--- src/gb3_pkg.sv ---
// Shared types and constants for the 3x3 Gaussian blur.
// No dependencies; every other file imports this package.
`default_nettype none

package gb3_pkg;

  localparam int PIX_W     = 8;
  localparam int COL_W     = 12;
  localparam int DIM_W     = 13;
  localparam int WGT_W     = 16;
  localparam int FRAC_BITS = 16;
  localparam int MAX_WIDTH = 4096;
  localparam int MAX_ROWS  = 4096;
  localparam int SUM_W     = 28;
  localparam int NSUM_W    = PIX_W + 2;
  localparam int Q_DEPTH   = 4;
  localparam int Q_PTR_W   = $clog2(Q_DEPTH);
  localparam int CFG_IDX_W = 3;
  localparam int CFG_DAT_W = 16;

  localparam logic [CFG_IDX_W-1:0] REG_WIDTH  = 3'd0;
  localparam logic [CFG_IDX_W-1:0] REG_HEIGHT = 3'd1;
  localparam logic [CFG_IDX_W-1:0] REG_WC     = 3'd2;
  localparam logic [CFG_IDX_W-1:0] REG_WE     = 3'd3;
  localparam logic [CFG_IDX_W-1:0] REG_WK     = 3'd4;

  localparam logic [DIM_W-1:0] RST_WIDTH  = 13'd640;
  localparam logic [DIM_W-1:0] RST_HEIGHT = 13'd480;
  localparam logic [WGT_W-1:0] RST_WC     = 16'd7476;
  localparam logic [WGT_W-1:0] RST_WE     = 16'd7330;
  localparam logic [WGT_W-1:0] RST_WK     = 16'd7185;

  typedef logic [2:0][2:0][PIX_W-1:0] window_t;

  // One input pixel's worth of work: window snapshot plus the results it owes.
  // due bits: 0 row above/left, 1 row above/right, 2 last row/left, 3 last row/right
  typedef struct packed {
    window_t          win;
    logic [COL_W-1:0] col;
    logic [COL_W-1:0] row;
    logic [3:0]       due;
    logic             col_is0;
    logic             col_is1;
    logic             row_is0;
    logic             row_is1;
  } job_t;

endpackage

`default_nettype wire

--- src/gb3_queue.sv ---
// Short job queue between the front end and the blur datapath.
// Depends on gb3_pkg.
`default_nettype none

module gb3_queue
  import gb3_pkg::*;
(
  input  wire logic clk,
  input  wire logic rst,
  input  wire logic push,
  input  job_t      push_job,
  output logic      full,
  input  wire logic pop,
  output job_t      head,
  output logic      empty
);

  job_t               mem [Q_DEPTH];
  logic [Q_PTR_W-1:0] wr_ptr;
  logic [Q_PTR_W-1:0] rd_ptr;
  logic [Q_PTR_W:0]   count;

  assign full  = (count == (Q_PTR_W+1)'(Q_DEPTH));
  assign empty = (count == '0);
  assign head  = mem[rd_ptr];

  always_ff @(posedge clk) begin
    if (rst) begin
      wr_ptr <= '0;
      rd_ptr <= '0;
      count  <= '0;
    end else begin
      if (push) wr_ptr <= wr_ptr + 1'b1;
      if (pop) rd_ptr <= rd_ptr + 1'b1;
      unique case ({push, pop})
        2'b10:   count <= count + 1'b1;
        2'b01:   count <= count - 1'b1;
        default: count <= count;
      endcase
    end
  end

  always_ff @(posedge clk) begin
    if (push) mem[wr_ptr] <= push_job;
  end

endmodule

`default_nettype wire

--- config.mk ---
export PLATFORM = sky130hd
export DESIGN_NAME = gb3_queue
export DESIGN_NICKNAME = d
export VERILOG_FILES = /design/src/gb3_pkg.sv /design/src/gb3_queue.sv
export SDC_FILE = /design/constraint.sdc
export NUM_CORES = 1
export LEC_CHECK = 0
export BUFFER_PORTS_ARGS = -buffer_cell sky130_fd_sc_hd__buf_2
export CORE_MARGIN = 4
export CORE_UTILIZATION = 60
export DETAILED_ROUTE_END_ITERATION = 10
export GPL_ROUTABILITY_DRIVEN = 0
export PLACE_DENSITY_LB_ADDON = 0.12
export SLEW_MARGIN = 10
export SYNTH_ARGS = -nofsm -noshare
export SYNTH_HDL_FRONTEND = slang
export SYNTH_SLANG_ARGS = --single-unit
--- constraint.sdc ---
create_clock -name clk -period 10.2 [get_ports clk]
set_input_delay 2.04 -clock clk [delete_from_list [all_inputs] [get_ports clk]]
set_output_delay 2.04 -clock clk [all_outputs]
set_load 0.005 [all_outputs]
# Yosys cells after proc, flatten, opt, wreduce, memory -nomap -nowiden
# Memory sizes are Yosys's and may differ from the RTL's. A register that Yosys moved wholly into a read port is not among the register bits.
# Cells that the tools add are included.
[totals]
ff_bits = 7
ram_bits = 416
in_bits = 108
out_inout_bits = 106
word_cells = 18
mem_count = 1
[memory_table]
columns = ["name", "depth", "width", "read_ports", "rd_clocked_by_memory_dff", "wr", "line", "text"]
rows = [
  ["mem", 4, 104, 1, 1, 1, "gb3_queue.sv:18", "job_t mem [Q_DEPTH];"],
]
[classes]
n_addsub = 4
n_eq_ne = 3
n_mux = 5
reduce_logical = 2
[op_table]
columns = ["op", "count"]
rows = [
  ["$pmux 3 s2", 1],
  ["$add 2x1->2 const B", 2],
  ["$mux 2", 2],
  ["$add 3x1->3 const B", 1],
  ["$eq 3x3->1 const B", 1],
  ["$logic_not 3->1", 1],
  ["$sub 3x1->3 const B", 1],
  ["$eq 2x1->1 const B", 1],
  ["$eq 2x2->1 const B", 1],
  ["$mux 1", 2],
  ["$reduce_bool 2->1", 1],
]

# Depth between registers and ports, before layout
[logic_depth]
depth_word = 3
ltp_mapped = 7
depth_no_buf = 7

# Worst setup path after synthesis
# Ideal clock, no wire load.
[synth_path]
path_type = "in2reg"
startpoint = "input push"
endpoint = "memory mem[0][0] in the netlist's numbering (enable)"
setup_ps = 474
arrival_time_ps = 4438
t_required_ps = 9726
path_slack_ps = 5288
path_stages = 1
path_buffers = 0
path_cell_list = "and2_1"
[synth_between]
elab_chain_cells = 2
[synth_rtl]
columns = ["element", "line", "text"]
rows = [
  ["start: declaration", "gb3_queue.sv:10", "input wire logic push,"],
  ["$mux 1", "gb3_queue.sv:44", "if (push) mem[wr_ptr] <= push_job;"],
  ["$mux 1 (implied by the code)", "gb3_queue.sv:44", ""],
  ["end: declaration", "gb3_queue.sv:18", ""],
]
# Every way passes these cells.

==> key figures <==
Synth
  – Seq/Total Area, Yosys: 82.0%
  – Post-synth top area share: 80.8%
  – Post-synthesis cell type count: 21
  – Seq cells post-synth: 425
  – Mapped Cells: 591
  – Syn Std Cell Area: around 15000 sq um
  – Dominant cell type by area after synthesis: edfxtp_1
  – Post-Syn Nets: 705
  – Synth Area per Inst: around 26 sq um
  – Synth area leaders: edfxtp_1 81%, mux4_2 15%, dfxtp_1 1.2%
  – Yosys Warn Count: 0

CTS
  – CTS sink cnt: 425
  – Setup Fix Bufs, Post-CTS: 0
  – H-tree depth: 2
  – Worst skew pair latency: 0.51 ns
  – Root Driver: clkbuf_16
  – CTS Hold Bufs: 0
  – Resize count post-CTS: 0
  – CTS tree: done
  – Total CTS buffers: between 40 and 50
  – Clk slew on worst S/H paths: roughly 0.06 ns
  – Max clock buf depth: 3

Place
  – Setup Slack @ Placement: 5.87 ns
  – HPWL after detailed placement: between 15000 and 20000 um
  – Placed insts: approximately 1100
  – Port bufs: roughly 210

Finish
  – Sequential cell area: around 13000 sq um
  – Synth-to-layout area growth: 17.2%
  – Final cell count without fillers: approximately 1200
  – FILL cells: roughly 1500
  – # nets final: around 940
  – Multi-input gate area: 2580 sq um
  – Layout cell share with drive strength beyond 1: between 40 and 50%

Critical path
  – WP data arrival: approximately 2.8 ns
  – Worst r2r path cells: 4
  – CP max FO: 59
  – Nature of the critical path startpoint: flop
  – Crit. End Element: output pin
  – Worst Setup Path Type: flop to output pin
  – Critical Path RT: between 8 and 9 ns

Global route
  – Pin count of the biggest net entering global routing: 62
  – First-pass GRT wire length: ~44000 um
  – Vias in the first global route: 7479
  – Initial antenna violation count: 6
  – Total gr overflow: 0
  – GRT Util Overall: roughly a fifth

Timing
  – Final hold violations: 0
  – Final cycle utilization of the critical path: 47.2%
  – Minimum clock period after layout: between 4 and 5 ns
  – Final worst slack: 5.38 ns
  – TNS Setup: 0 ns
  – RSZ-0062 raised after global routing: no
  – Clock skew: 0.0102 ns
  – Fmax: 208 MHz
  – Worst-Margin Slew: 0.902 ns
  – Worst rel slew slack: roughly 40%
  – Slew Limit Fails: 0
  – # setup viols final: 0

Power
  – Leakage Power: 0.00611 uW
  – PwrDens: about 210 nW/um^2
  – Tot Pwr: 3790 uW
  – Max VDD drop: about 0.00015 V

Die
  – Initial Util: about 60%
  – Die area: about 28000 sq um
  – Die width: approximately 170 um
  – Core area: between 20000 and 30000 sq um
  – Die Span Y: approximately 170 um
  – FP Rows: 58
  – Boundary Pins: 214

Detailed routing
  – Post-route ant nets: 0
  – Via density: between 5 and 6
  – DR vias: 6953
  – Detailed Routing Iterations Pass 1: 6
  – WL final: 28600 um
  – Drc violations: 0
  – 1st-iter DRT viols: ~530
  – Average routed wire per standard cell: 24.0 um

Hold path
  – WHS Path Cells: 2
  – Hold Crit Class: flop to flop

Run status
  – Status: complete, no violations

Job
  – Max Cap Viol: 0
## state kept, by name, indices dropped and copies added (netlist names), named ones only
signal and count:
wr_ptr 2, rd_ptr 2, count 3, mem 416
## layout by cell type, fill, tap and decap left out, types with 2 or more instances in the layout
cell	count
buf_2	213
dfxtp_4	2
nor2_1	8
mux4_2	104
xnor2_1	2
and2_4	4
bufinv_16	3
dfxtp_1	7
clkinv_1	10
clkbuf_16	43
edfxtp_1	416
inv_1	6
xor2_1	3
diode_2	2
clkinv_2	10
ha_1	5
a21oi_1	2
clkbuf_1	8
buf_4	7
## worst max-delay path, cell delays in order, from the launching register on
cell and delay (ns):
dfxtp_4 0.78, buf_4 0.80, mux4_2 0.47, buf_2 0.16
## logic make-up after synthesis
kind of cell	count (synthesis)	synth area share [%]
compound gates	3	0.0971
xor+xnor	5	0.283
fa+ha+maj	6	0.534
buf+inv	31	1.40
flops	425	82.0
mux	105	15.2
simple gates	16	0.494
## where the power goes
part / switching (uW) / total [uW] / leakage [uW] / internal, uW
sequential: 30.5 / 2040 / 0.00390 / 2010
clock: 586 / 1430 / 0.000641 / 844
combinational: 164 / 322 / 0.00157 / 158
total: 781 / 3790 / 0.00611 / 3010
## final timing paths
check	start	endpoint	slack, ns
worst max-delay path	flop	head[75]	5.38
worst min-delay path	count[2]	count[2]	0.53
worst max register to register	wr_ptr[0]	mem[2][57]	7.73
worst min register to register	count[2]	count[2]	0.53
## area by class of cell
type / count / area share [%]
antenna: 2 / 0.0276
clock buffer: 51 / 6.11
clock inverter: 24 / 1.03
inverter: 6 / 0.124
multi-input combinational: 135 / 14.2
sequential: 425 / 70.0
tap: 330 / 2.28
timing repair buffer: 220 / 6.18
## cells in the mapped netlist, drive strengths merged
| master | count |
|---|---|
| buf | 19 |
| and2 | 4 |
| inv | 6 |
| o21ai | 1 |
| xnor2 | 2 |
| ha | 5 |
| edfxtp | 416 |
| and3 | 1 |
| nor3 | 1 |
| fa | 1 |
| dfxtp | 9 |
| xor2 | 3 |
| nor2 | 8 |
| clkbuf | 6 |
| nand2 | 1 |
| mux2i | 1 |
| a21oi | 2 |
| or3 | 1 |
| mux4 | 104 |
## per-layer routing
layer	part of all wire, %	vias up	GRT usage [%]
met3	7.5	48	5.14
li1	-	3009	-
met4	2.1	8	5.36
met2	52	263	33.9
met5	0.16	-	0
met1	39	3625	27.3
## metrics by stage
stage | utilization [%] | hold slack, ns | cell area, sq um
2_1_floorplan | - | 0.467 | 15500
3_3_place_gp | 66.6 | 0.478 | 16800
3_5_place_dp | 66.6 | 0.518 | 16800
4_1_cts | 71.7 | 0.533 | 18100
5_1_grt | 71.7 | 0.553 | 18100
6_report | 71.7 | 0.534 | 18100
No activity file was read; power rests on OpenSTA's default activity.
