## config.mk

```make
export PLATFORM = sky130hd
export DESIGN_NAME = gb3_back
export DESIGN_NICKNAME = d
export VERILOG_FILES = /design/src/gb3_pkg.sv /design/src/gb3_back.sv
export SDC_FILE = /design/constraint.sdc
export NUM_CORES = 1
export LEC_CHECK = 0
export BUFFER_PORTS_ARGS = -buffer_cell sky130_fd_sc_hd__buf_2
export CAP_MARGIN = 30
export CORE_ASPECT_RATIO = 0.8
export CORE_MARGIN = 5
export CORE_UTILIZATION = 40
export CTS_BUF_LIST = sky130_fd_sc_hd__clkbuf_4 sky130_fd_sc_hd__clkbuf_8
export CTS_CLUSTER_DIAMETER = 80
export CTS_CLUSTER_SIZE = 25
export DETAILED_ROUTE_END_ITERATION = 10
export PLACE_DENSITY_LB_ADDON = 0.08
export SYNTH_ARGS = -nofsm -noshare
export SYNTH_HDL_FRONTEND = slang
export SYNTH_SLANG_ARGS = --single-unit
```

## constraint.sdc

```tcl
create_clock -name clk -period 9 [get_ports clk]
set_clock_uncertainty 0.05 [all_clocks]
set_input_delay 0.9 -clock clk [delete_from_list [all_inputs] [get_ports clk]]
set_output_delay 0.9 -clock clk [all_outputs]
set_load 0.005 [all_outputs]
```

## src/gb3_pkg.sv

```systemverilog
// Shared types and constants for the 3x3 Gaussian blur.
// No dependencies; every other file imports this package.
`default_nettype none

package gb3_pkg;

  localparam int PIX_W     = 8;
  localparam int COL_W     = 12;
  localparam int DIM_W     = 13;
  localparam int WGT_W     = 16;
  localparam int FRAC_BITS = 16;
  localparam int MAX_WIDTH = 4096;
  localparam int MAX_ROWS  = 4096;
  localparam int SUM_W     = 28;
  localparam int NSUM_W    = PIX_W + 2;
  localparam int Q_DEPTH   = 4;
  localparam int Q_PTR_W   = $clog2(Q_DEPTH);
  localparam int CFG_IDX_W = 3;
  localparam int CFG_DAT_W = 16;

  localparam logic [CFG_IDX_W-1:0] REG_WIDTH  = 3'd0;
  localparam logic [CFG_IDX_W-1:0] REG_HEIGHT = 3'd1;
  localparam logic [CFG_IDX_W-1:0] REG_WC     = 3'd2;
  localparam logic [CFG_IDX_W-1:0] REG_WE     = 3'd3;
  localparam logic [CFG_IDX_W-1:0] REG_WK     = 3'd4;

  localparam logic [DIM_W-1:0] RST_WIDTH  = 13'd640;
  localparam logic [DIM_W-1:0] RST_HEIGHT = 13'd480;
  localparam logic [WGT_W-1:0] RST_WC     = 16'd7476;
  localparam logic [WGT_W-1:0] RST_WE     = 16'd7330;
  localparam logic [WGT_W-1:0] RST_WK     = 16'd7185;

  typedef logic [2:0][2:0][PIX_W-1:0] window_t;

  // One input pixel's worth of work: window snapshot plus the results it owes.
  // due bits: 0 row above/left, 1 row above/right, 2 last row/left, 3 last row/right
  typedef struct packed {
    window_t          win;
    logic [COL_W-1:0] col;
    logic [COL_W-1:0] row;
    logic [3:0]       due;
    logic             col_is0;
    logic             col_is1;
    logic             row_is0;
    logic             row_is1;
  } job_t;

endpackage

`default_nettype wire

```

## src/gb3_back.sv

```systemverilog
// Back end: expands each job into its results and runs the weighted sum
// through a three-stage pipeline (select/add, multiply, sum/saturate). Depends on gb3_pkg.
`default_nettype none

module gb3_back
  import gb3_pkg::*;
(
  input  wire logic             clk,
  input  wire logic             rst,
  input  wire logic [WGT_W-1:0] weight_center,
  input  wire logic [WGT_W-1:0] weight_edge,
  input  wire logic [WGT_W-1:0] weight_corner,
  input  job_t                  head,
  input  wire logic             empty,
  output logic                  pop,
  output logic                  out_valid,
  input  wire logic             out_stall,
  output logic [PIX_W-1:0]      blurred_pixel,
  output logic [COL_W-1:0]      out_col,
  output logic [COL_W-1:0]      out_row,
  output logic                  last_of_run,
  output logic                  frame_done
);

  logic             en;
  logic             issue;
  logic [3:0]       issued;
  logic [3:0]       remaining;
  logic [3:0]       pick;
  logic             last;
  logic             pass1;
  logic             right;
  logic [1:0]       ri;
  logic [1:0]       cj;
  logic [1:0]       up;
  logic [1:0]       lf;

  logic              v1;
  logic [PIX_W-1:0]  s1_ctr;
  logic [NSUM_W-1:0] s1_edge;
  logic [NSUM_W-1:0] s1_corn;
  logic [COL_W-1:0]  s1_col;
  logic [COL_W-1:0]  s1_row;
  logic              s1_last;
  logic              s1_done;

  logic                    v2;
  logic [WGT_W+PIX_W-1:0]  p_ctr;
  logic [WGT_W+NSUM_W-1:0] p_edge;
  logic [WGT_W+NSUM_W-1:0] p_corn;
  logic [COL_W-1:0]        s2_col;
  logic [COL_W-1:0]        s2_row;
  logic                    s2_last;
  logic                    s2_done;

  logic [SUM_W-1:0]  total;

  assign en    = !out_valid || !out_stall;
  assign issue = en && !empty;

  always_comb begin
    remaining = head.due & ~issued;
    pick      = remaining & (~remaining + 1'b1);
    last      = ((remaining & ~pick) == '0);
    pass1     = pick[2] || pick[3];
    right     = pick[1] || pick[3];
    ri        = pass1 ? 2'd2 : 2'd1;
    cj        = right ? 2'd2 : 2'd1;
    if (pass1) up = head.row_is0 ? 2'd2 : 2'd1;
    else       up = head.row_is1 ? 2'd1 : 2'd0;
    if (right) lf = head.col_is0 ? 2'd2 : 2'd1;
    else       lf = head.col_is1 ? 2'd1 : 2'd0;
  end

  assign pop = issue && last;

  always_ff @(posedge clk) begin
    if (rst) begin
      issued    <= '0;
      v1        <= 1'b0;
      v2        <= 1'b0;
      out_valid <= 1'b0;
    end else if (en) begin
      if (issue) issued <= last ? '0 : (issued | pick);
      v1        <= !empty;
      v2        <= v1;
      out_valid <= v2;
    end
  end

  always_ff @(posedge clk) begin
    if (en) begin
      s1_ctr  <= head.win[ri][cj];
      s1_edge <= NSUM_W'(head.win[up][cj]) + NSUM_W'(head.win[2][cj])
               + NSUM_W'(head.win[ri][lf]) + NSUM_W'(head.win[ri][2]);
      s1_corn <= NSUM_W'(head.win[up][lf]) + NSUM_W'(head.win[up][2])
               + NSUM_W'(head.win[2][lf]) + NSUM_W'(head.win[2][2]);
      s1_col  <= right ? head.col : head.col - 1'b1;
      s1_row  <= pass1 ? head.row : head.row - 1'b1;
      s1_last <= last;
      s1_done <= pick[3];

      p_ctr   <= weight_center * s1_ctr;
      p_edge  <= weight_edge * s1_edge;
      p_corn  <= weight_corner * s1_corn;
      s2_col  <= s1_col;
      s2_row  <= s1_row;
      s2_last <= s1_last;
      s2_done <= s1_done;

      // truncate the fraction, clamp at full scale
      blurred_pixel <= (total[SUM_W-1:FRAC_BITS+PIX_W] != '0) ? '1
                       : total[FRAC_BITS +: PIX_W];
      out_col       <= s2_col;
      out_row       <= s2_row;
      last_of_run   <= s2_last;
      frame_done    <= s2_done;
    end
  end

  assign total = SUM_W'(p_ctr) + SUM_W'(p_edge) + SUM_W'(p_corn);

endmodule

`default_nettype wire

```

Word level (Yosys, flattened, before mapping)
Index checks and enable logic that the tools add are counted.

word-level totals
  word-level logic and storage cells = 86
  output and inout bits = 36
  input bits = 156
  bits in registers = 197

cells by class
  reduce and logical (&&, ||, !) cells = 11
  mux-type cells = 27
  bitwise gates (word level) = 7
  add/sub/neg operators = 11
  multiply operators = 3
  magnitude comparators = 4

operators by type and width
  kind                                                                          count
  24-bit binary-select mux with 2-bit select                                    2
  8-bit binary-select mux with 2-bit select                                     6
  16-bit by 10-bit multiplier with 26-bit output                                2
  24-bit two-way mux                                                            2
  8-bit two-way mux                                                             6
  27-bit by 26-bit adder with 28-bit output                                     1
  24-bit by 26-bit adder with 27-bit output                                     1
  16-bit by 8-bit multiplier with 24-bit output                                 1
  12-bit two-way mux                                                            2
  12-bit by 1-bit subtractor with 12-bit output, second input constant          2
  10-bit by 8-bit adder with 10-bit output                                      2
  9-bit by 8-bit adder with 10-bit output                                       2
  8-bit by 8-bit adder with 9-bit output                                        2
  4-bit AND                                                                     3
  2-bit by 3-bit less-than comparator with 1-bit output, second input constant  4
  2-bit two-way mux                                                             6
  4-bit NOT                                                                     3
  4-bit by 1-bit adder with 4-bit output, second input constant                 1
  4-bit zero test                                                               1
  4-bit two-way mux                                                             1
  4-bit OR                                                                      1
  4-bit nonzero test                                                            1
  1-bit zero test                                                               3
  1-bit logical OR                                                              3
  3 further kinds                                                               5

Depth between registers and ports, before layout
Gate-level depths: netlist (run 1).

  word-level depth = 14
  gate-level depth with buffers = 23
  gate-level depth less buffers = 22

Least setup slack after synthesis (run 1)
No wires, ideal clock.

  path kind = input port to flip-flop
  start = in weight_corner[5]
  end = reg p_corn[23] (data pin)
  stages = 20
  arrival time = 5,883 ps
  library setup time = 135 ps
  path slack = 2,931 ps
  required time = 8,815 ps
  path buffers = 1
  cells stage by stage = clkbuf_1 -> and2_1 -> fa_1 -> inv_1 -> fa_1 -> inv_1 -> fa_1 -> fa_1 -> inv_1 -> fa_1 -> inv_1 -> ha_1 -> o21a_1 -> o211ai_1 -> a21boi_0 -> o21ai_0 -> a221o_1 -> a31oi_1 -> or4b_2 -> nand3_1

on the way
  cells in the longest elaborated chain, start to end = 1

RTL lines
  item                                            RTL line         text
  start, declared                                 gb3_back.sv:12   input wire logic [WGT_W-1:0] weight_corner,
  16-bit by 10-bit multiplier with 26-bit output  gb3_back.sv:105  p_corn <= weight_corner * s1_corn;
  end signal, assigned                            gb3_back.sv:105
  end, declared                                   gb3_back.sv:50   logic [WGT_W+NSUM_W-1:0] p_corn;

No other way between the ends.
A chain may end at the register's enable or synchronous reset.

Worst setup path in the final report (run 1)
  start = reg s1_corn[2]
  end = reg p_corn[23] (data pin)

on the way
  cells in the longest elaborated chain, start to end = 1

RTL lines
  item                                            RTL line         text
  start, declared                                 gb3_back.sv:41   logic [NSUM_W-1:0] s1_corn;
  start signal, assigned                          gb3_back.sv:96   s1_corn <= NSUM_W'(head.win[up][lf]) + NSUM_W'(head.win[up][2])
  16-bit by 10-bit multiplier with 26-bit output  gb3_back.sv:105

No other way between the ends.

==> report_table.html, run 1 <==
<table>
<tr><th>Metric</th><th>Value</th></tr>
<tr><th colspan="2">Global routing</th></tr>
<tr><td>Number of global-route vias before repair</td><td>18592</td></tr>
<tr><td>Pin count of the biggest net entering global routing</td><td>153</td></tr>
<tr><td>GRT Resource Usage Total</td><td>18.8%</td></tr>
<tr><td>Number of antenna violations at the first check in global routing</td><td>2</td></tr>
<tr><td>First-pass GRT wire length</td><td>99.6 mm</td></tr>
<tr><td>Remaining Overflow, GRT</td><td>0</td></tr>
<tr><th colspan="2">CTS</th></tr>
<tr><td>Setup fix buffers added after clock tree synthesis</td><td>0</td></tr>
<tr><td>H-tree depth reported by CTS</td><td>4</td></tr>
<tr><td>Clk Latency, worst-skew pair</td><td>0.50 ns</td></tr>
<tr><td>TritonCTS Sinks</td><td>197</td></tr>
<tr><td>CTS tree</td><td>built</td></tr>
<tr><td>Number of buffers inserted during clock tree synthesis</td><td>17</td></tr>
<tr><td>Max Root-Sink Buffers</td><td>2</td></tr>
<tr><td>Cell chosen for the clock root</td><td>clkbuf_8</td></tr>
<tr><td>Hold buffers post-CTS</td><td>0</td></tr>
<tr><td>Number of instances resized during post-cts repair</td><td>0</td></tr>
<tr><td>Clock-pin slew of the registers on the worst-case setup and hold paths</td><td>0.12 ns</td></tr>
<tr><th colspan="2">Setup path</th></tr>
<tr><td>Kind of critical path</td><td>reg2reg</td></tr>
<tr><td>Critical path capture point type</td><td>register</td></tr>
<tr><td>Setup slack, reg-to-reg</td><td>2.86 ns</td></tr>
<tr><td>Worst endpoint required time</td><td>9.31 ns</td></tr>
<tr><td>Launch point of the critical path</td><td>s1_corn[2]$_DFFE_PN_</td></tr>
<tr><td>Critical path launch point type</td><td>register</td></tr>
<tr><td>Endpoint arrival time on the critical path</td><td>6.45 ns</td></tr>
<tr><td>Origin of the critical flop-to-flop path</td><td>s1_corn[2]$_DFFE_PN_</td></tr>
<tr><td>Crit path max fanout</td><td>16</td></tr>
<tr><th colspan="2">Timing</th></tr>
<tr><td>Count of final hold-check violations</td><td>0</td></tr>
<tr><td>Least-Margin Pin Slew</td><td>1.01 ns</td></tr>
<tr><td>FMAX</td><td>0.163 GHz</td></tr>
<tr><td>Max_slew headroom</td><td>32.5%</td></tr>
<tr><td>Pins Over Slew Limit</td><td>0</td></tr>
<tr><td>RSZ-0062 raised after global routing</td><td>false</td></tr>
<tr><td>Final critical-path share of the clock period</td><td>68.2%</td></tr>
<tr><td>Final-report setup violation count</td><td>0</td></tr>
<tr><td>Time the worst path needs with I/O delays and setup</td><td>6.14 ns</td></tr>
<tr><td>Final TNS setup</td><td>0 ns</td></tr>
<tr><th colspan="2">Synthesis</th></tr>
<tr><td>Proportion of synthesized chip area in sequential cells</td><td>24.0%</td></tr>
<tr><td>Post-synthesis instance area</td><td>24400 um^2</td></tr>
<tr><td>Async SR Flop Fraction</td><td>0%</td></tr>
<tr><td>Flop and latch count out of synthesis</td><td>197</td></tr>
<tr><td>Most instantiated flip-flop cell in the synthesis netlist</td><td>edfxtp_1</td></tr>
<tr><td>Post-synth net total</td><td>3174</td></tr>
<tr><td>Mean instance size in the synthesized netlist</td><td>9.96 um^2</td></tr>
<tr><td>Number of warnings printed during yosys synthesis</td><td>0</td></tr>
<tr><td>Number of standard cells after synthesis</td><td>2446</td></tr>
<tr><td>Unique masters post-synth</td><td>69</td></tr>
<tr><td>Number of synthesized flops with an enable pin</td><td>190</td></tr>
<tr><th colspan="2">Final layout</th></tr>
<tr><td>Fraction of layout instances using a drive strength above 1</td><td>9.79%</td></tr>
<tr><td>Most frequent cells in the layout</td><td>inv_1, fa_1, nand2_1</td></tr>
<tr><td>Finished layout cell area</td><td>26500 um^2</td></tr>
<tr><td>Post-route insts no fill</td><td>3383</td></tr>
<tr><td>Most frequent standard cell in the layout excluding fill and tap cells</td><td>inv_1</td></tr>
<tr><td>Area delta synth-&gt;final</td><td>8.66%</td></tr>
<tr><td>Net count, final</td><td>3310</td></tr>
<tr><th colspan="2">Route</th></tr>
<tr><td>Detail-routed via count per cell</td><td>5.06</td></tr>
<tr><td>Number of design-rule violations left by the first detailed-router iteration</td><td>928</td></tr>
<tr><td>Final wirelength</td><td>60.0 mm</td></tr>
<tr><td>Count of nets left with antenna violations after detail routing</td><td>0</td></tr>
<tr><td>Wirelength per Cell</td><td>17.7 um</td></tr>
<tr><td>Vias post-DR</td><td>17125</td></tr>
<tr><td>DR DRC count</td><td>0</td></tr>
<tr><td>Number of iterations in the first detailed-routing pass</td><td>5</td></tr>
<tr><th colspan="2">Placed design</th></tr>
<tr><td>Total of buffers placed on input and output ports</td><td>191</td></tr>
<tr><td>Total instance count after detailed placement</td><td>3351</td></tr>
<tr><td>DPL Wire Length</td><td>49.1 mm</td></tr>
<tr><td>Final estimated routing congestion in global placement</td><td>0.889</td></tr>
<tr><td>Cell Area, Placed</td><td>26100 um^2</td></tr>
<tr><th colspan="2">Die</th></tr>
<tr><td>Core Area</td><td>60700 um^2</td></tr>
<tr><td>DIE HEIGHT</td><td>231 um</td></tr>
<tr><td>Starting density of the core</td><td>40.1%</td></tr>
<tr><td>Overall die area</td><td>66000 um^2</td></tr>
<tr><td>Row cnt</td><td>81</td></tr>
<tr><td>I/O pin count</td><td>192</td></tr>
<tr><td>Die span in x</td><td>286 um</td></tr>
<tr><th colspan="2">Min path</th></tr>
<tr><td>Worst Min Path Start</td><td>s1_col[4]$_DFFE_PN_</td></tr>
<tr><td>Min-Delay Path Class</td><td>reg2reg</td></tr>
<tr><th colspan="2">Run</th></tr>
<tr><td>Maximum capacitance violations</td><td>0</td></tr>
<tr><th colspan="2">Run status</th></tr>
<tr><td>Status</td><td>finished, final reports clean</td></tr>
</table>
## cell usage after synthesis, drive strengths merged, types with 29 or more instances
library cell / instances / share of area, %
inv: 389 / 6.0
nor2: 91 / 1.4
clkbuf: 72 / 1.1
o21ai: 45 / 0.94
and2: 237 / 6.1
nand2: 333 / 5.1
nor3: 29 / 0.60
ha: 213 / 11
xor2: 40 / 1.4
edfxtp: 190 / 23
a21oi: 81 / 1.7
a21o: 36 / 1.1
xnor2: 53 / 1.9
fa: 359 / 29
nand3: 33 / 0.68
## per-layer routing
metal	wire, um	vias up	GRT usage (%)
met2	28000	325	30.7
met5	0	-	0
li1	-	8182	-
met1	29100	8577	27.2
met3	2280	41	2.70
met4	648	0	3.09
## area by class of cell
class / instances / area [um^2]
antenna: 1 / 2.50
clock buffer: 19 / 249
clock inverter: 12 / 138
fill: 5922 / 34200
inverter: 389 / 1460
multi-input combinational: 1779 / 16800
sequential: 197 / 5850
tap: 788 / 986
timing repair buffer: 198 / 1020
## metrics by stage
step | hold slack, ns | util (%) | setup slack (ns)
5_1_grt | 0.374 | 43.6 | 2.46
2_1_floorplan | 0.350 | - | 2.93
6_report | 0.356 | 43.6 | 2.86
3_5_place_dp | 0.355 | 43.0 | 2.58
4_1_cts | 0.360 | 43.6 | 2.85
3_3_place_gp | 0.351 | 43.0 | 2.67
## critical path, cell delays in order, from the launching register on
cell	delay [ns]
edfxtp_1	0.88
nand2_1	0.18
fa_1	0.55
inv_1	0.05
fa_1	0.49
inv_1	0.05
fa_1	0.53
inv_1	0.05
fa_1	0.44
fa_1	0.38
ha_1	0.39
o21a_1	0.22
o211ai_1	0.17
a21boi_0	0.10
o21ai_0	0.25
a221o_1	0.22
a31oi_1	0.19
or4b_2	0.70
nand3_1	0.10
## state kept, by name (all words and copies together) (netlist names), 12 cells and up
| signal | cells |
|---|---|
| out_col | 12 |
| out_row | 12 |
| p_corn | 26 |
| p_ctr | 24 |
| p_edge | 26 |
| s1_col | 12 |
| s1_row | 12 |
| s2_col | 12 |
| s2_row | 12 |
## kinds of logic after synthesis
logic type / count (synthesis) / synth area share [%]
flops: 197 / 24.0
simple gates: 797 / 15.9
mux: 19 / 0.914
xor+xnor: 93 / 3.34
compound gates: 298 / 8.11
fa+ha+maj: 572 / 40.4
buf+inv: 470 / 7.26
## final timing paths
| kind | endpoint | depth (start not counted) |
|---|---|---|
| max | p_corn[23]$_DFFE_PN_ | 18 |
| min | s2_col[4]$_DFFE_PN_ | 0 |
| max reg2reg | p_corn[23]$_DFFE_PN_ | 18 |
| min reg2reg | s2_col[4]$_DFFE_PN_ | 0 |
Power of run 1 is left out: the tool's default activity adds up to more than one toggle a clock period on the data nets, which glitch-free logic cannot reach.
==> run 2: changes to the inputs <==
==> constraint.sdc (replaced) <==
create_clock -name clk -period 5.55 [get_ports clk]
set_clock_uncertainty 0.05 [all_clocks]
set_input_delay 0.555 -clock clk [delete_from_list [all_inputs] [get_ports clk]]
set_output_delay 0.555 -clock clk [all_outputs]
set_load 0.005 [all_outputs]
==> run 2 against run 1 <==
  * Critical path depth shrank 3
  * Count of clock-buffer cells in the layout shrank 1
  * Via count grew 4.2%
  * Sequential cell count is the same
  * Register-to-register slack lost 2.7 ns
  * First-iteration DRC count grew 8.5%
  * Utilization grew 2.8 points
  * Setup slack lost 2.7 ns
  * Sequential share of layout area shrank 1.3 points
  * Critical path type unchanged
==> report_table.html, run 2 (synthesized netlist as in run 1, its figures left out) <==
<table>
<tr><th>Metric</th><th>Value</th></tr>
<tr><th colspan="2">Final layout</th></tr>
<tr><td>Flip-flop and latch area</td><td>5850 um^2</td></tr>
<tr><td>Number of inserted filler cells in the final layout</td><td>5798</td></tr>
<tr><td>Most frequent standard cell in the layout excluding fill and tap cells</td><td>inv_1</td></tr>
<tr><td>Most frequent cells in the layout</td><td>inv_1, fa_1, nand2_1</td></tr>
<tr><td>Area of the multi-input gates</td><td>16900 um^2</td></tr>
<tr><td>Finished layout cell area</td><td>28200 um^2</td></tr>
<tr><td>Area delta synth-&gt;final</td><td>15.7%</td></tr>
<tr><td>Post-Route Utilization</td><td>46.4%</td></tr>
<tr><td>Post-route insts no fill</td><td>3560</td></tr>
<tr><td>Largest registers</td><td>p_corn (26), p_edge (26), p_ctr (24)</td></tr>
<tr><td>Net count, final</td><td>3482</td></tr>
<tr><td>Fraction of layout instances using a drive strength above 1</td><td>16.2%</td></tr>
<tr><th colspan="2">Run</th></tr>
<tr><td>Maximum capacitance violations</td><td>0</td></tr>
<tr><th colspan="2">Timing</th></tr>
<tr><td>Pins Over Slew Limit</td><td>0</td></tr>
<tr><td>Least-Margin Pin Slew</td><td>1.07 ns</td></tr>
<tr><td>Time the worst path needs with I/O delays and setup</td><td>5.41 ns</td></tr>
<tr><td>Max_slew headroom</td><td>28.5%</td></tr>
<tr><td>Count of final hold-check violations</td><td>0</td></tr>
<tr><td>Final critical-path share of the clock period</td><td>97.4%</td></tr>
<tr><td>RSZ-0062 raised after global routing</td><td>true</td></tr>
<tr><td>FMAX</td><td>0.185 GHz</td></tr>
<tr><td>Final-report setup violation count</td><td>0</td></tr>
<tr><td>Post-route worst setup slack</td><td>0.144 ns</td></tr>
<tr><th colspan="2">Route</th></tr>
<tr><td>Number of iterations in the first detailed-routing pass</td><td>5</td></tr>
<tr><td>DR DRC count</td><td>0</td></tr>
<tr><td>Number of design-rule violations left by the first detailed-router iteration</td><td>1007</td></tr>
<tr><td>Vias post-DR</td><td>17837</td></tr>
<tr><td>Final wirelength</td><td>61.6 mm</td></tr>
<tr><td>Detail-routed via count per cell</td><td>5.01</td></tr>
<tr><td>Count of nets left with antenna violations after detail routing</td><td>0</td></tr>
<tr><td>Wirelength per Cell</td><td>17.3 um</td></tr>
<tr><th colspan="2">Die</th></tr>
<tr><td>Overall die area</td><td>66000 um^2</td></tr>
<tr><td>I/O pin count</td><td>192</td></tr>
<tr><td>Die span in x</td><td>286 um</td></tr>
<tr><td>Core Area</td><td>60700 um^2</td></tr>
<tr><td>Starting density of the core</td><td>40.1%</td></tr>
<tr><td>Row cnt</td><td>81</td></tr>
<tr><td>DIE HEIGHT</td><td>231 um</td></tr>
<tr><th colspan="2">CTS</th></tr>
<tr><td>CTS tree</td><td>built</td></tr>
<tr><td>Max Root-Sink Buffers</td><td>2</td></tr>
<tr><td>TritonCTS Sinks</td><td>197</td></tr>
<tr><td>H-tree depth reported by CTS</td><td>4</td></tr>
<tr><td>Clock-pin slew of the registers on the worst-case setup and hold paths</td><td>0.12 ns</td></tr>
<tr><td>Hold buffers post-CTS</td><td>0</td></tr>
<tr><td>Cell chosen for the clock root</td><td>clkbuf_8</td></tr>
<tr><td>Clk Latency, worst-skew pair</td><td>0.50 ns</td></tr>
<tr><td>Number of buffers inserted during clock tree synthesis</td><td>17</td></tr>
<tr><th colspan="2">Setup path</th></tr>
<tr><td>Setup slack, reg-to-reg</td><td>0.14 ns</td></tr>
<tr><td>Cell family with the largest share of critical-path delay</td><td>adder cells</td></tr>
<tr><td>CP Cell Sequence</td><td>and2_4 &gt; fa_1 &gt; fa_1 &gt; fa_1 &gt; fa_1 &gt; fa_1 &gt; ha_4 &gt; a41o_1 &gt; a21oi_2 &gt; o21ai_2 &gt; a211oi_2 &gt; nor3_2 &gt; or4_4 &gt; a21oi_4 &gt; xnor2_1</td></tr>
<tr><td>Kind of critical path</td><td>reg2reg</td></tr>
<tr><td>Worst endpoint required time</td><td>5.75 ns</td></tr>
<tr><td>Number of buffer and inverter instances along the worst setup path</td><td>0</td></tr>
<tr><td>Slowest stage cell, crit path</td><td>fa_1</td></tr>
<tr><td>Critical path capture point type</td><td>register</td></tr>
<tr><td>Maximum cell stage delay along the critical path</td><td>0.58 ns</td></tr>
<tr><td>Crit path max fanout</td><td>7</td></tr>
<tr><td>Endpoint arrival time on the critical path</td><td>5.60 ns</td></tr>
<tr><td>Most numerous cell on the critical path</td><td>fa_1</td></tr>
<tr><td>Critical path launch point type</td><td>register</td></tr>
<tr><th colspan="2">Global routing</th></tr>
<tr><td>Number of antenna violations at the first check in global routing</td><td>7</td></tr>
<tr><td>Pin count of the biggest net entering global routing</td><td>178</td></tr>
<tr><td>First-pass GRT wire length</td><td>101 mm</td></tr>
<tr><td>GRT Resource Usage Total</td><td>18.9%</td></tr>
<tr><td>Number of global-route vias before repair</td><td>18774</td></tr>
<tr><td>Remaining Overflow, GRT</td><td>0</td></tr>
<tr><th colspan="2">Placed design</th></tr>
<tr><td>Final estimated routing congestion in global placement</td><td>0.866</td></tr>
<tr><td>Setup WS pre-CTS</td><td>-0.157 ns</td></tr>
<tr><td>Total instance count after detailed placement</td><td>3504</td></tr>
<tr><td>Total of buffers placed on input and output ports</td><td>191</td></tr>
<tr><td>DPL Wire Length</td><td>51.6 mm</td></tr>
<tr><td>Cell Area, Placed</td><td>27400 um^2</td></tr>
<tr><th colspan="2">Run status</th></tr>
<tr><td>Status</td><td>finished, final reports clean</td></tr>
<tr><th colspan="2">Min path</th></tr>
<tr><td>Min-Delay Path Class</td><td>in2reg</td></tr>
</table>
run 2: cell types whose count changed in the layout (fill, tap and decap cells not counted), moves of 3 or more:
cell,change
buf_6,+3
buf_12,+17
inv_6,-3
diode_2,+4
inv_2,+3
buf_4,+151
ha_1,-4
ha_4,+4
inv_1,-3
run 2: path summary, 6_finish.rpt:
check,from,endpoint,cells past startpoint
max,s1_edge[7]$_DFFE_PN_,p_edge[24]$_DFFE_PN_,15
max reg2reg,s1_edge[7]$_DFFE_PN_,p_edge[24]$_DFFE_PN_,15
min,rst,out_valid$_SDFFE_PP0N_,2
min reg2reg,s1_col[2]$_DFFE_PN_,s2_col[2]$_DFFE_PN_,0
run 2: cell type report:
type | count | share of cell area (%)
Tap cell | 788 | 3.50
Inverter | 389 | 5.18
Clock buffer | 18 | 0.857
Timing Repair Buffer | 370 | 9.06
Sequential cell | 197 | 20.7
Antenna cell | 5 | 0.0444
Clock inverter | 14 | 0.639
Multi-Input combinational cell | 1779 | 60.0
run 2: worst reg2reg max path, delay by kind of cell, from the launching register on:
kind | cells | cell delay [ns]
fa+ha+maj | 6 | 2.84
compound gates | 5 | 0.89
simple gates | 3 | 0.76
flops | 1 | 0.57
xor+xnor | 1 | 0.07
run 2: stage by stage:
step / TNS (ns) / hold WS, ns
2_1_floorplan: -0.0141 / 0.350
3_3_place_gp: -0.188 / 0.350
3_5_place_dp: -0.379 / 0.355
4_1_cts: 0 / 0.148
5_1_grt: -0.109 / 0.142
6_report: 0 / 0.193
run 2: routing by layer:
layer | up-vias | routed length [um] | track usage (%)
met2 | 362 | 29000 | 30.6
met1 | 8896 | 29500 | 27.8
li1 | 8542 | - | -
met4 | 0 | 630 | 3.56
met5 | - | 0 | 0
met3 | 37 | 2520 | 2.37
run 2: what timing repair did:
item / in CTS / in global routing
setup buffers: 2 / 16
pin swaps: 1 / 18
gates resized for setup: 0 / 31
gates cloned: 0 / 1
setup endpoints to repair: 4 / 16
Power of run 2 is left out for the same reason.
